===== src/hw/rtl/salc_set_ram.sv =====
// Single-port-write, single-port-read set memory with registered read data.
`default_nettype none

module salc_set_ram #(
  parameter int unsigned DEPTH = 512,
  parameter int unsigned WIDTH = 8,
  parameter int unsigned AW    = 9
) (
  input  wire logic             clk_i,
  input  wire logic             we_i,
  input  wire logic [AW-1:0]    waddr_i,
  input  wire logic [WIDTH-1:0] wdata_i,
  input  wire logic             re_i,
  input  wire logic [AW-1:0]    raddr_i,
  output logic      [WIDTH-1:0] rdata_o
);

  logic [WIDTH-1:0] mem_q [DEPTH];

  always_ff @(posedge clk_i) begin
    if (we_i) begin
      mem_q[waddr_i] <= wdata_i;
    end
  end

  always_ff @(posedge clk_i) begin
    if (re_i) begin
      rdata_o <= mem_q[raddr_i];
    end
  end

endmodule

`default_nettype wire


===== config.mk =====
export PLATFORM = sky130hd
export DESIGN_NAME = salc_set_ram
export DESIGN_NICKNAME = d
export VERILOG_FILES = /design/src/hw/rtl/salc_set_ram.sv
export SDC_FILE = /design/constraint.sdc
export NUM_CORES = 2
export LEC_CHECK = 0
export ABC_AREA = 1
export BUFFER_PORTS_ARGS = -buffer_cell sky130_fd_sc_hd__buf_2
export CAP_MARGIN = 40
export CORE_MARGIN = 2
export CORE_UTILIZATION = 43
export CTS_BUF_LIST = sky130_fd_sc_hd__clkbuf_16
export CTS_CLUSTER_SIZE = 20
export DETAILED_ROUTE_END_ITERATION = 8
export HOLD_SLACK_MARGIN = 0.03
export PLACE_DENSITY_LB_ADDON = 0.05
export SLEW_MARGIN = 10
export SYNTH_ARGS = -nofsm -noshare
export SYNTH_HDL_FRONTEND = slang
export SYNTH_SLANG_ARGS = --single-unit

===== constraint.sdc =====
create_clock -name clk_i -period 2 [get_ports clk_i]
set_clock_uncertainty 0.1 [all_clocks]
set_input_delay 0.2 -clock clk_i [delete_from_list [all_inputs] [get_ports clk_i]]
set_output_delay 0.2 -clock clk_i [all_outputs]
set_load 0.005 [all_outputs]

==> impl_metrics.xml <==
<?xml version="1.0" encoding="UTF-8"?>
<metrics>
  <group name="timing">
    <metric name="max_slew.worst_pin.slew" unit="ps">834</metric>
    <metric name="grt_setup_unrepaired" unit="">yes</metric>
    <metric name="slew_viol_final" unit="">0</metric>
    <metric name="fmaxAchievable" unit="MHz">439</metric>
    <metric name="period_utilization" unit="">1.14</metric>
    <metric name="final_critical_path_setup_slack" unit="ps">-280</metric>
    <metric name="hold_violations" unit="">0</metric>
    <metric name="fin_tns_setup" unit="ps">-1220</metric>
    <metric name="worst_slew_slack_as_a_fraction_of_its_limit" unit="">0.442</metric>
    <metric name="final.min_clock_period" unit="ps">2280</metric>
    <metric name="final-setup-viol-count" unit="">9</metric>
  </group>
  <group name="placed_design">
    <metric name="io_buffer_count" unit="">36</metric>
    <metric name="detailedPlace.worstSlack" unit="ps">-1340</metric>
    <metric name="gp_routability_congestion" unit="">0.894</metric>
    <metric name="dpl_wire_length" unit="um">342000</metric>
    <metric name="detailed_place.area" unit="mm2">0.185</metric>
    <metric name="dp.cells" unit="">19700</metric>
  </group>
  <group name="setup_path">
    <metric name="cp_top_family" unit="">flip-flops</metric>
    <metric name="end_kind" unit="">primary output</metric>
    <metric name="critical_path.cell_chain" unit="">buf_2</metric>
    <metric name="crit_path_top_delay_cell" unit="">sky130_fd_sc_hd__edfxtp_1</metric>
    <metric name="critPathMaxFanout" unit="">2</metric>
    <metric name="startpoint_type" unit="">flip-flop</metric>
    <metric name="crit_path_max_incr_delay" unit="ps">720</metric>
    <metric name="critPathKind" unit="">flip-flop to primary output</metric>
    <metric name="cp_num_buf_inv" unit="">1</metric>
    <metric name="cp.arrival" unit="ps">1980</metric>
    <metric name="required" unit="ps">1700</metric>
  </group>
  <group name="outcome">
    <metric name="status" unit="">finished with violations</metric>
    <metric name="violations" unit="">setup timing</metric>
  </group>
  <group name="clock_network">
    <metric name="cts_buf_count" unit="">438</metric>
    <metric name="root_buffer" unit="">sky130_fd_sc_hd__clkbuf_16</metric>
    <metric name="tritoncts" unit="">yes</metric>
    <metric name="htreeDepth" unit="">5</metric>
    <metric name="numClockSinks" unit="">4104</metric>
    <metric name="cts.repair_timing.setup_buffer_count" unit="">0</metric>
    <metric name="ctsLongestPathBuffers" unit="">4</metric>
    <metric name="cts.clk_slew.worst_paths" unit="ps">60</metric>
    <metric name="worst_skew_late_latency" unit="ps">1000</metric>
  </group>
  <group name="final_layout">
    <metric name="combined_area_of_the_multi_input_logic_cells" unit="mm2">0.0413</metric>
    <metric name="seq_area" unit="mm2">0.123</metric>
    <metric name="filler_cell_count" unit="">32900</metric>
    <metric name="drive_gt1_frac" unit="">0.180</metric>
    <metric name="area_growth" unit="%">21.4</metric>
    <metric name="num-nets-final" unit="">15000</metric>
    <metric name="stdcell_count" unit="">20500</metric>
    <metric name="finished_cell_area" unit="mm2">0.203</metric>
  </group>
  <group name="logic_synthesis">
    <metric name="synth_cell_types" unit="">15</metric>
    <metric name="avgSynthCellArea" unit="um2">12.0</metric>
    <metric name="syn-num-nets" unit="">13900</metric>
    <metric name="yosysTopAreaCellShare" unit="">0.739</metric>
    <metric name="synth-seq-cells" unit="">4104</metric>
    <metric name="postSynth.asyncResetShare" unit="">0</metric>
    <metric name="synth_sequential_area_ratio" unit="">0.739</metric>
    <metric name="synth_edf_count" unit="">4104</metric>
    <metric name="mappedNetlistArea" unit="mm2">0.167</metric>
    <metric name="synth_largest_area_cell" unit="">sky130_fd_sc_hd__edfxtp_1</metric>
    <metric name="yosys_most_used_dff" unit="">sky130_fd_sc_hd__edfxtp_1</metric>
    <metric name="ys_top_cells_by_area" unit="">sky130_fd_sc_hd__edfxtp_1 74%, sky130_fd_sc_hd__nand3_1 12%, sky130_fd_sc_hd__nand2_1 9.4%</metric>
    <metric name="synth_warnings" unit="">0</metric>
    <metric name="most_common_library_cells_after_synthesis" unit="">4,160 x sky130_fd_sc_hd__nand2_1, 4,104 x sky130_fd_sc_hd__edfxtp_1, 4,080 x sky130_fd_sc_hd__nand3_1</metric>
    <metric name="dominant_cell_by_count_in_the_synthesized_netlist" unit="">sky130_fd_sc_hd__nand2_1</metric>
    <metric name="synth_cells" unit="">13900</metric>
  </group>
  <group name="min_path">
    <metric name="hp-class" unit="">input port to flip-flop</metric>
  </group>
  <group name="floorplanning">
    <metric name="die_h" unit="um">627</metric>
    <metric name="floorplan.io_pins" unit="">37</metric>
    <metric name="core-area" unit="mm2">0.386</metric>
    <metric name="die_area" unit="mm2">0.393</metric>
    <metric name="placement_rows" unit="">228</metric>
    <metric name="initial_core_util" unit="">0.432</metric>
    <metric name="die_w" unit="um">627</metric>
  </group>
  <group name="power_and_ir_drop">
    <metric name="power.share.combinational" unit="">0.074</metric>
    <metric name="power.ir.vdd_worst" unit="uV">750</metric>
    <metric name="power.sequential.fraction" unit="">0.504</metric>
    <metric name="power_density" unit="mW/mm2">929</metric>
    <metric name="clock_power_share" unit="">0.422</metric>
    <metric name="p_total" unit="W">0.188</metric>
    <metric name="internal-power" unit="W">0.144</metric>
    <metric name="power.switching_fraction" unit="">0.233</metric>
    <metric name="net-switching-power" unit="W">0.0438</metric>
    <metric name="leakagePower" unit="nW">73.3</metric>
  </group>
  <group name="routing">
    <metric name="drtPass1Iterations" unit="">5</metric>
    <metric name="routedWlPerCell" unit="um">26.0</metric>
    <metric name="drc" unit="">0</metric>
    <metric name="vias" unit="">114000</metric>
    <metric name="detail-route-antenna-nets" unit="">0</metric>
    <metric name="finalWirelength" unit="um">535000</metric>
    <metric name="drt-initial-drc-count" unit="">12500</metric>
    <metric name="vias_per_cell" unit="">5.53</metric>
  </group>
  <group name="grt">
    <metric name="grt_antenna_before_repair" unit="">31</metric>
    <metric name="number_of_global_route_vias_before_repair" unit="">111000</metric>
    <metric name="grt_max_degree" unit="">87</metric>
    <metric name="grt_first_pass_wirelength" unit="um">774000</metric>
    <metric name="gr-total-overflow" unit="">0</metric>
    <metric name="grt_use_total" unit="">0.268</metric>
  </group>
  <group name="job">
    <metric name="cap_viol_max_count" unit="">0</metric>
  </group>
</metrics>
registers in the layout (all words and copies together), names as in the netlist:
register and count:
rdata_o 8, mem_q 4096
cell usage in the layout, fill, tap and decap left out:
master                          instances
sky130_fd_sc_hd__inv_8                  2
sky130_fd_sc_hd__clkinvlp_4            13
sky130_fd_sc_hd__buf_2                 22
sky130_fd_sc_hd__nor3_2                 1
sky130_fd_sc_hd__inv_16                 4
sky130_fd_sc_hd__buf_12               375
sky130_fd_sc_hd__clkbuf_16            445
sky130_fd_sc_hd__nand2_1             4144
sky130_fd_sc_hd__nor2_1               511
sky130_fd_sc_hd__buf_4               1209
sky130_fd_sc_hd__buf_8                 11
sky130_fd_sc_hd__nand2_2                1
sky130_fd_sc_hd__inv_4                  1
sky130_fd_sc_hd__diode_2               17
sky130_fd_sc_hd__clkinv_16              8
sky130_fd_sc_hd__nor2_2                 3
sky130_fd_sc_hd__nand3_4               92
sky130_fd_sc_hd__clkinv_2              79
sky130_fd_sc_hd__clkinv_8               4
sky130_fd_sc_hd__edfxtp_1            4104
sky130_fd_sc_hd__nand2_4               15
sky130_fd_sc_hd__dlygate4sd3_1         19
sky130_fd_sc_hd__nand3_2              406
sky130_fd_sc_hd__nand3_1             3582
sky130_fd_sc_hd__clkinv_1             103
sky130_fd_sc_hd__inv_6                  8
sky130_fd_sc_hd__bufinv_16             39
sky130_fd_sc_hd__buf_6                 19
sky130_fd_sc_hd__clkinv_4               7
sky130_fd_sc_hd__inv_1                119
sky130_fd_sc_hd__nor3_1                10
layout make-up:
cell class              count  area share
clock buffers             445      0.0550
inverters                  39     0.00100
clock inverters           348      0.0140
well taps                5175      0.0320
flip-flops and latches   4104       0.609
diodes                     17    0.000210
multi-input cells        8765       0.204
repair buffers           1655      0.0852
through the flow:
stage	hold slack (ps)	util
after CTS	30.9	0.520
after floorplan	199	-
after detailed placement	472	0.480
final	101	0.525
after global routing	69.6	0.525
after global placement	478	0.480
metal layers:
layer  global-route usage  part of all wire  wire length, um  vias to the layer above
met5                    0                 0                0                        -
met4               0.0795             0.032            17000                        0
met3               0.0343             0.064            34400                      706
met2                0.430              0.47           250000                     4075
met1                0.383              0.44           233000                    57000
li1                     -                 -                -                    51800
power by group through the flow:
stage,clock (W),combinational (W),sequential (W)
after CTS,0.0808,0.0136,0.0948
after global routing,0.0842,0.0149,0.0948
after floorplan,0,0.00586,0.0966
after global placement,0,0.0131,0.0966
final,0.0793,0.0140,0.0948
after detailed placement,0,0.0131,0.0966
final timing paths:
kind                      startpoint                 endpoint  slack, ps  cells past startpoint
max             rdata_o[6]$_DFFE_PP_               rdata_o[6]       -280                      1
min                       wdata_i[1]  mem_q[381][1]$_DFFE_PP_        100                      2
max reg2reg  mem_q[299][4]$_DFFE_PP_     rdata_o[4]$_DFFE_PP_       -120                     11
min reg2reg  mem_q[152][2]$_DFFE_PP_     rdata_o[2]$_DFFE_PP_       1100                     10
what timing repair did:
action / in CTS / in global routing
hold buffers: 19 / 0
endpoints found under the hold margin: 4134 / 0
gates resized for setup: 275 / 337
pin swaps: 27 / 105
endpoints found under the setup margin: 16 / 20
logic make-up after synthesis:
family / synth area share
buf+inv: 0.0333
flops: 0.739
simple gates: 0.228
Power figures use the tool's default switching activity.
