$ cat config.mk
export PLATFORM = sky130hd
export DESIGN_NAME = salc_way_cmp
export DESIGN_NICKNAME = d
export VERILOG_FILES = /design/src/hw/rtl/salc_pkg.sv /design/src/hw/rtl/salc_way_cmp.sv
export SDC_FILE = /design/constraint.sdc
export NUM_CORES = 1
export LEC_CHECK = 0
export BUFFER_PORTS_ARGS = -buffer_cell sky130_fd_sc_hd__buf_4
export CAP_MARGIN = 5
export CORE_AREA = 5 5 42 44
export DETAILED_ROUTE_END_ITERATION = 8
export DIE_AREA = 0 0 47 49
export REMOVE_ABC_BUFFERS = 1
export SYNTH_ARGS = -nofsm -noshare
export SYNTH_HDL_FRONTEND = slang
export SYNTH_SLANG_ARGS = --single-unit
$ cat constraint.sdc
create_clock -name vclk -period 1.08
set_clock_uncertainty 0.15 [all_clocks]
set_input_delay 0 -clock vclk [all_inputs]
set_output_delay 0 -clock vclk [all_outputs]
set_load 0.02 [all_outputs]
$ cat src/hw/rtl/salc_pkg.sv
// Shared types and constants for the set-associative LRU cache classifier.
`default_nettype none

package salc_pkg;

  // Default geometry.
  localparam int unsigned NUM_SETS_DEF     = 512;
  localparam int unsigned NUM_WAYS_DEF     = 4;
  localparam int unsigned TAG_WIDTH_DEF    = 3;
  localparam int unsigned OFFSET_WIDTH_DEF = 4;

  // Fixed port widths.
  localparam int unsigned ADDR_W     = 16;
  localparam int unsigned OUTCOME_W  = 2;
  localparam int unsigned WAY_OUT_W  = 2;
  // Widest rank over the supported way counts (up to 8 ways).
  localparam int unsigned RANK_MAX_W = 3;

  typedef enum logic [OUTCOME_W-1:0] {
    OUT_HIT        = 2'd0,
    OUT_COMPULSORY = 2'd1,
    OUT_REPLACE    = 2'd2
  } outcome_e;

  // Status of the shared way compare unit for the way under test.
  typedef struct packed {
    logic                  empty;  // way is beyond the valid prefix
    logic                  match;  // stored tag equals lookup tag
    logic                  older;  // rank above the running maximum
    logic [RANK_MAX_W-1:0] rank;   // rank of the way, zero-extended
  } cmp_res_t;

endpackage

`default_nettype wire

$ cat src/hw/rtl/salc_way_cmp.sv
// Shared way compare unit: selects one way of the set word and tests it.
`default_nettype none

module salc_way_cmp #(
  parameter int unsigned NUM_WAYS  = 4,
  parameter int unsigned TAG_WIDTH = 3,
  parameter int unsigned RW        = 2,
  parameter int unsigned WAY_W     = 2,
  parameter int unsigned FW        = 3
) (
  input  wire logic [NUM_WAYS-1:0][TAG_WIDTH-1:0] tags_i,
  input  wire logic [NUM_WAYS-1:0][RW-1:0]        ranks_i,
  input  wire logic [FW-1:0]                      fill_i,
  input  wire logic [WAY_W-1:0]                   way_i,
  input  wire logic [TAG_WIDTH-1:0]               tag_i,
  input  wire logic [RW-1:0]                      max_rank_i,
  output salc_pkg::cmp_res_t                      res_o
);

  logic [RW-1:0] rank;

  assign rank = ranks_i[way_i];

  always_comb begin
    res_o       = '0;
    res_o.empty = (FW'(way_i) >= fill_i);
    res_o.match = (tags_i[way_i] == tag_i);
    res_o.older = (rank > max_rank_i);
    res_o.rank  = salc_pkg::RANK_MAX_W'(rank);
  end

endmodule

`default_nettype wire

==> results.toml, run 1 <==
[setup_path]
critical_path_required_ns = 0.93
cp.arrival_ns = 1.20
cp-end-kind = "output port"
cp_cell_sequence = "buf_8 > mux4_2 > ha_4 > a21oi_2 > a21oi_2 > buf_6"
cp_common_cell = "a21oi_2"
cp_top_family = "multiplexers"
cp_num_buf_inv = 2
crit_type = "in2out"
cpPeakStageDelay_ns = 0.53
start_kind = "input port"
path_max_fanout = 3
cp_slowest_cell = "mux4_2"

[synthesis]
synth_area_um2 = 289
synth_area_per_cell_um2 = 9.03
yosysWarnings = 0
synth_seq_area_share_pct = 0
synthCells = 32
synth.distinct_cells = 13

[floorplanning]
core_um2 = 1400
ioPinCount = 36
start_util_pct = 20.6
rows = 14
fp.dieW_um = 47
die_y_um = 49
dieArea_um2 = 2300

[route]
drc = 0
via_per_inst = 4.36
num_vias = 366
wire_per_inst_um = 11.0
final_antenna_net_count = 0
drtPass1Iterations = 1
drtIter0Drc = 0
wl_um = 923

[power_and_ir_drop]
intPower_uw = 191
switching_share_pct = 39.8
p_clk_share_pct = 0
power.share.sequential_pct = 0
powerDensity_nw_per_um2 = 493
p_comb_share_pct = 100.0
p_sw_uw = 126
leakagePower_uw = 0.000334
peakVddDrop_mv = 0.183

[global_routing]
grt_max_degree = 6
grt_usage_pct = 7.82
grt_overflow = 0
grt_pass1_wl_um = 1460
grt_pass1_vias = 371
antenna_found_initial = 0

[place]
place_ws_ns = -0.387
io_buffer_count = 35
hpwl_um = 780
place_area_um2 = 594
gp_congestion = 0.611
dp.cells = 84

[sta]
setup_slack_ns = -0.273
setup_violations = 3
fin_crit_ns = 1.35
fmax_mhz = 739
tns_ns = -0.478
maxSlewViolCount = 0
rsz0062_at_grt = "true"
hold_viol = 0
fin_crit_sh_pct = 125

[layout]
fin_cells = 84
fillers = 150
fin_area_um2 = 644
post_route_cells_drive_above_1_share_pct = 72.1
multi_input_area_um2 = 294
area_delta_synth_final_pct = 123
design.seq.count = 0
fin_nets = 104
seq_area_um2 = 0
final_cell_mix = "buf_4, xor2_1, inv_1, mux2i_1"
final_common_cell = "buf_4"
clockBufferCount = 0
antennaDiodeCount = 0

[run]
maxCapViolCount = 0

[run_status]
violations = "negative setup slack"
outcome = "finished, violations left"

[clocking]
cts_hold_buf = 0
postCtsSetupBuffers = 0

[hold_path]
hold_class = "in2out"
==> power by group through the flow <==
stage                     sequential, uW  clock [uW]  combinational (uW)
final                                  0           0                 317
after global routing                   0           0                 349
after CTS                              0           0                 293
after detailed placement               0           0                 274
after global placement                 0           0                 271
after floorplan                        0           0                 122
==> per-stage QoR <==
stage	util [%]	hold slack (ns)	power (uW)
detailed placement	42.4	0.100	274
finish	46.0	0.100	317
global placement	42.4	0.101	271
floorplan	-	-0.0702	122
global route	46.0	0.109	349
CTS	43.6	0.101	293
==> per-layer routing <==
| layer | wire (um) | global-route usage [%] |
|---|---|---|
| met4 | 0 | 0 |
| met3 | 111 | 1.85 |
| met2 | 484 | 13.6 |
| met5 | 0 | 0 |
| met1 | 327 | 10.1 |
==> repair_timing <==
action	4_1_cts	5_1_grt
pin swaps	3	2
gates resized for setup	7	6
endpoints found under the setup margin	3	3
==> final timing paths <==
check | startpoint | end | cells past startpoint
setup / recovery | way_i[0] | res_o[3] | 6
hold / removal | fill_i[2] | res_o[5] | 3
==> Yosys cell counts (all sizes together) <==
cell type  number  area share (%)
xor2            5              15
nor3            1             3.5
mux2i           4              14
nand2b          1             2.2
inv             5             6.5
nor2            1             1.3
buf             2             4.3
mux4            3              26
a21oi           5             8.7
ha              4              17
conb            1             1.3
==> layout make-up <==
cell class                      instances  share of cell area, %
Inverter                                5                   3.30
Multi-Input combinational cell         25                   45.6
Tap cell                               16                   3.11
Timing Repair Buffer                   38                   48.0
==> cells by family after synthesis <==
logic type	synth area share, %
buf+inv	10.8
other cells	1.30
xor+xnor	15.2
simple gates	6.93
fa+ha+maj	17.3
compound gates	8.66
mux	39.8
No activity file was read; power rests on OpenSTA's default activity.
==> run 2: changes to the inputs <==
--- a/config.mk
+++ b/config.mk
@@ -11,6 +11,9 @@
 export DETAILED_ROUTE_END_ITERATION = 8
 export DIE_AREA = 0 0 47 49
 export REMOVE_ABC_BUFFERS = 1
+export SETUP_SLACK_MARGIN = 0.05
+export SKIP_LAST_GASP = 1
 export SYNTH_ARGS = -nofsm -noshare
 export SYNTH_HDL_FRONTEND = slang
 export SYNTH_SLANG_ARGS = --single-unit
+export TNS_END_PERCENT = 1
==> run 2 against run 1 <==
  * Worst setup slack barely moved
  * First-iteration DRC count did not move
  * Final area fell by 4.1%
  * Non-clock buffer count did not move
  * The flow still finishes with violations (negative setup slack)
  * Cell count did not move
  * Utilization fell by 1.9 points
  * Critical path depth did not move
==> results.toml, run 2 (synthesis gave the netlist of run 1 again) <==
[run_status]
outcome = "finished, violations left"
violations = "negative setup slack"

[setup_path]
cp_num_buf_inv = 2
cp_slowest_cell = "mux4_2"
path_max_fanout = 3
cp_top_family = "multiplexers"
cp.arrival_ns = 1.20
crit_type = "in2out"
start_kind = "input port"
critical_path_required_ns = 0.93
cp_cell_sequence = "buf_8 > mux4_2 > ha_4 > a21oi_2 > a21oi_2 > buf_6"
cp_common_cell = "a21oi_2"
cp-end-kind = "output port"
cpPeakStageDelay_ns = 0.53

[run]
maxCapViolCount = 0

[route]
drtPass1Iterations = 1
wl_um = 892
drtIter0Drc = 0
via_per_inst = 4.20
final_antenna_net_count = 0
wire_per_inst_um = 10.6
num_vias = 353
drc = 0

[power_and_ir_drop]
peakVddDrop_mv = 0.167
p_comb_share_pct = 100.0
leakagePower_uw = 0.000329
p_clk_share_pct = 0
powerDensity_nw_per_um2 = 489
power.share.sequential_pct = 0
p_sw_uw = 120
switching_share_pct = 39.7
intPower_uw = 182

[sta]
setup_slack_ns = -0.273
tns_ns = -0.522
rsz0062_at_grt = "true"
maxSlewViolCount = 0
fin_crit_sh_pct = 125
setup_violations = 3
fin_crit_ns = 1.35
fmax_mhz = 739
hold_viol = 0

[floorplanning]
rows = 14
start_util_pct = 20.6
die_y_um = 49
fp.dieW_um = 47
core_um2 = 1400
dieArea_um2 = 2300
ioPinCount = 36

[place]
hpwl_um = 780
gp_congestion = 0.611
place_ws_ns = -0.387
io_buffer_count = 35

[layout]
final_cell_mix = "buf_4, inv_1, xor2_1"
area_delta_synth_final_pct = 114
fillers = 152
design.seq.count = 0
clockBufferCount = 0
multi_input_area_um2 = 270
seq_area_um2 = 0
fin_nets = 104
post_route_cells_drive_above_1_share_pct = 66.2
final_common_cell = "buf_4"
antennaDiodeCount = 0

[global_routing]
grt_pass1_wl_um = 1460
grt_max_degree = 6
grt_overflow = 0
grt_pass1_vias = 371
antenna_found_initial = 0
grt_usage_pct = 7.82

[clocking]
postCtsSetupBuffers = 0
cts_hold_buf = 0

[hold_path]
hold_class = "in2out"
==> run 2: final cells by class <==
class / instances / area share, %
tap: 16 / 3.24
multi-input combinational: 25 / 43.7
inverter: 5 / 3.04
timing repair buffer: 38 / 50.0
==> run 2: layer usage <==
layer  wire length, um  GRT usage, %
met3               111          1.85
met2               451          13.6
met4                 0             0
met1               328          10.1
met5                 0             0
==> run 2: power by group through the flow <==
stage | clock network [uW] | logic (uW) | registers (uW)
after floorplan | 0 | 122 | 0
after global placement | 0 | 271 | 0
after detailed placement | 0 | 274 | 0
after CTS | 0 | 293 | 0
after global routing | 0 | 332 | 0
final | 0 | 302 | 0
==> run 2: what timing repair did <==
| item | 4_1_cts | 5_1_grt |
|---|---|---|
| gates resized for setup | 6 | 2 |
| setup endpoints to repair | 3 | 3 |
| pin swaps | 1 | 2 |
==> run 2: stage by stage <==
stage	hold slack (ns)	cells	area, um2	utilization [%]	power (uW)
6_report	0.100	84	618	44.1	302
4_1_cts	0.101	84	611	43.6	293
3_5_place_dp	0.100	84	594	42.4	274
3_3_place_gp	0.101	84	594	42.4	271
2_1_floorplan	-0.0702	30	277	-	122
5_1_grt	0.109	84	618	44.1	332
==> run 2: final timing paths <==
check / start / cells past startpoint / endpoint
worst min-delay path: fill_i[2] / 3 / res_o[5]
worst max-delay path: way_i[0] / 6 / res_o[3]
==> run 2: tightest hold or removal path, stage by stage <==
cell,delay [ns]
buf_4,0.07
nor2_1,0.03
buf_4,0.14
==> run 3: changes to the inputs <==
--- a/config.mk
+++ b/config.mk
@@ -10,6 +10,7 @@
 export CORE_AREA = 5 5 42 44
 export DETAILED_ROUTE_END_ITERATION = 8
 export DIE_AREA = 0 0 47 49
+export PLACE_DENSITY = 0.68
 export REMOVE_ABC_BUFFERS = 1
 export SETUP_SLACK_MARGIN = 0.05
 export SKIP_LAST_GASP = 1
==> run 3 against run 2 <==
  * The flow still finishes with violations (negative setup slack)
  * Cell count is the same
  * Clock-buffer cell count is the same
  * Flip-flop and latch count is the same
  * Largest power group unchanged
==> results.toml, run 3 (synthesis gave the netlist of run 1 again) <==
[run_status]
outcome = "finished, violations left"
violations = "negative setup slack"

[power_and_ir_drop]
power.share.sequential_pct = 0
p_sw_uw = 119
switching_share_pct = 40.1
peakVddDrop_mv = 0.163
powerDensity_nw_per_um2 = 483
p_clk_share_pct = 0
p_comb_share_pct = 100.0
leakagePower_uw = 0.000327
intPower_uw = 178

[route]
num_vias = 363
drtIter0Drc = 1
drc = 0
drtPass1Iterations = 4
via_per_inst = 4.32
wl_um = 908
wire_per_inst_um = 10.8
final_antenna_net_count = 0

[floorplanning]
ioPinCount = 36
rows = 14
start_util_pct = 20.6
dieArea_um2 = 2300
fp.dieW_um = 47
core_um2 = 1400
die_y_um = 49

[hold_path]
hold_depth = 3
hold_class = "in2out"

[sta]
holdWs_ns = 0.103
rsz0062_at_grt = "true"
fmax_mhz = 739
hold_viol = 0
tns_ns = -0.603
fin_crit_sh_pct = 125
setup_violations = 3
maxSlewViolCount = 0
setup_slack_ns = -0.273
fin_crit_ns = 1.35

[setup_path]
cp_top_family = "multiplexers"
cp-end-kind = "output port"
cp_cell_sequence = "buf_8 > mux4_2 > ha_4 > a21oi_2 > a21oi_2 > buf_4"
cp_num_buf_inv = 2
crit_type = "in2out"
start_kind = "input port"
critical_path_required_ns = 0.93
cp.arrival_ns = 1.20
critical_path_depth = 6
cpPeakStageDelay_ns = 0.53
cp_common_cell = "a21oi_2"
cp_slowest_cell = "mux4_2"
path_max_fanout = 3

[run]
maxCapViolCount = 0

[global_routing]
grt_usage_pct = 7.39
antenna_found_initial = 0
grt_pass1_vias = 374
grt_overflow = 0
grt_max_degree = 6
grt_pass1_wl_um = 1360

[layout]
design.seq.count = 0
seq_area_um2 = 0
post_route_cells_drive_above_1_share_pct = 66.2
area_delta_synth_final_pct = 113
antennaDiodeCount = 0
fillers = 147
clockBufferCount = 0
fin_cells = 84
final_util_pct = 43.8
final_common_cell = "buf_4"
fin_nets = 104
final_cell_mix = "buf_4, inv_1, xor2_1"

[clocking]
postCtsSetupBuffers = 0

[place]
place_ws_ns = -0.389
io_buffer_count = 35
gp_congestion = 0.600
hpwl_um = 843
dp.cells = 84
==> run 3: tightest hold or removal path: stages <==
cell    delay (ns)
buf_4         0.07
nor2_1        0.03
buf_4         0.14
==> run 3: worst paths after layout <==
check | from | end | slack [ns]
worst max-delay path | way_i[0] | res_o[3] | -0.27
worst min-delay path | fill_i[2] | res_o[5] | 0.10
==> run 3: per-layer routing <==
layer / share of wire (%) / global-route usage (%)
met4: 0 / 0
met1: 33 / 8.35
met2: 53 / 14.3
met5: 0 / 0
met3: 13 / 1.48
==> run 3: layout make-up <==
class              instances  area, um2  area share [%]
repair buffers            38        305            49.7
multi-input cells         25        270            44.0
inverters                  5       18.8            3.05
well taps                 16       20.0            3.26
==> run 3: what timing repair did <==
item	in CTS	in global routing
setup endpoints to repair	3	3
pin swaps	1	1
hold buffers	0	0
gates resized for setup	6	1
==> run 3: stage by stage <==
step / area, um2 / total power (uW)
final: 614 / 297
after global routing: 614 / 325
after CTS: 611 / 296
after detailed placement: 594 / 277
after global placement: 594 / 271
after floorplan: 277 / 122
==> run 3: power by group through the flow <==
| stage | registers [uW] | logic [uW] | clock network, uW |
|---|---|---|---|
| floorplan | 0 | 122 | 0 |
| global placement | 0 | 271 | 0 |
| detailed placement | 0 | 277 | 0 |
| CTS | 0 | 296 | 0 |
| global route | 0 | 325 | 0 |
| finish | 0 | 297 | 0 |
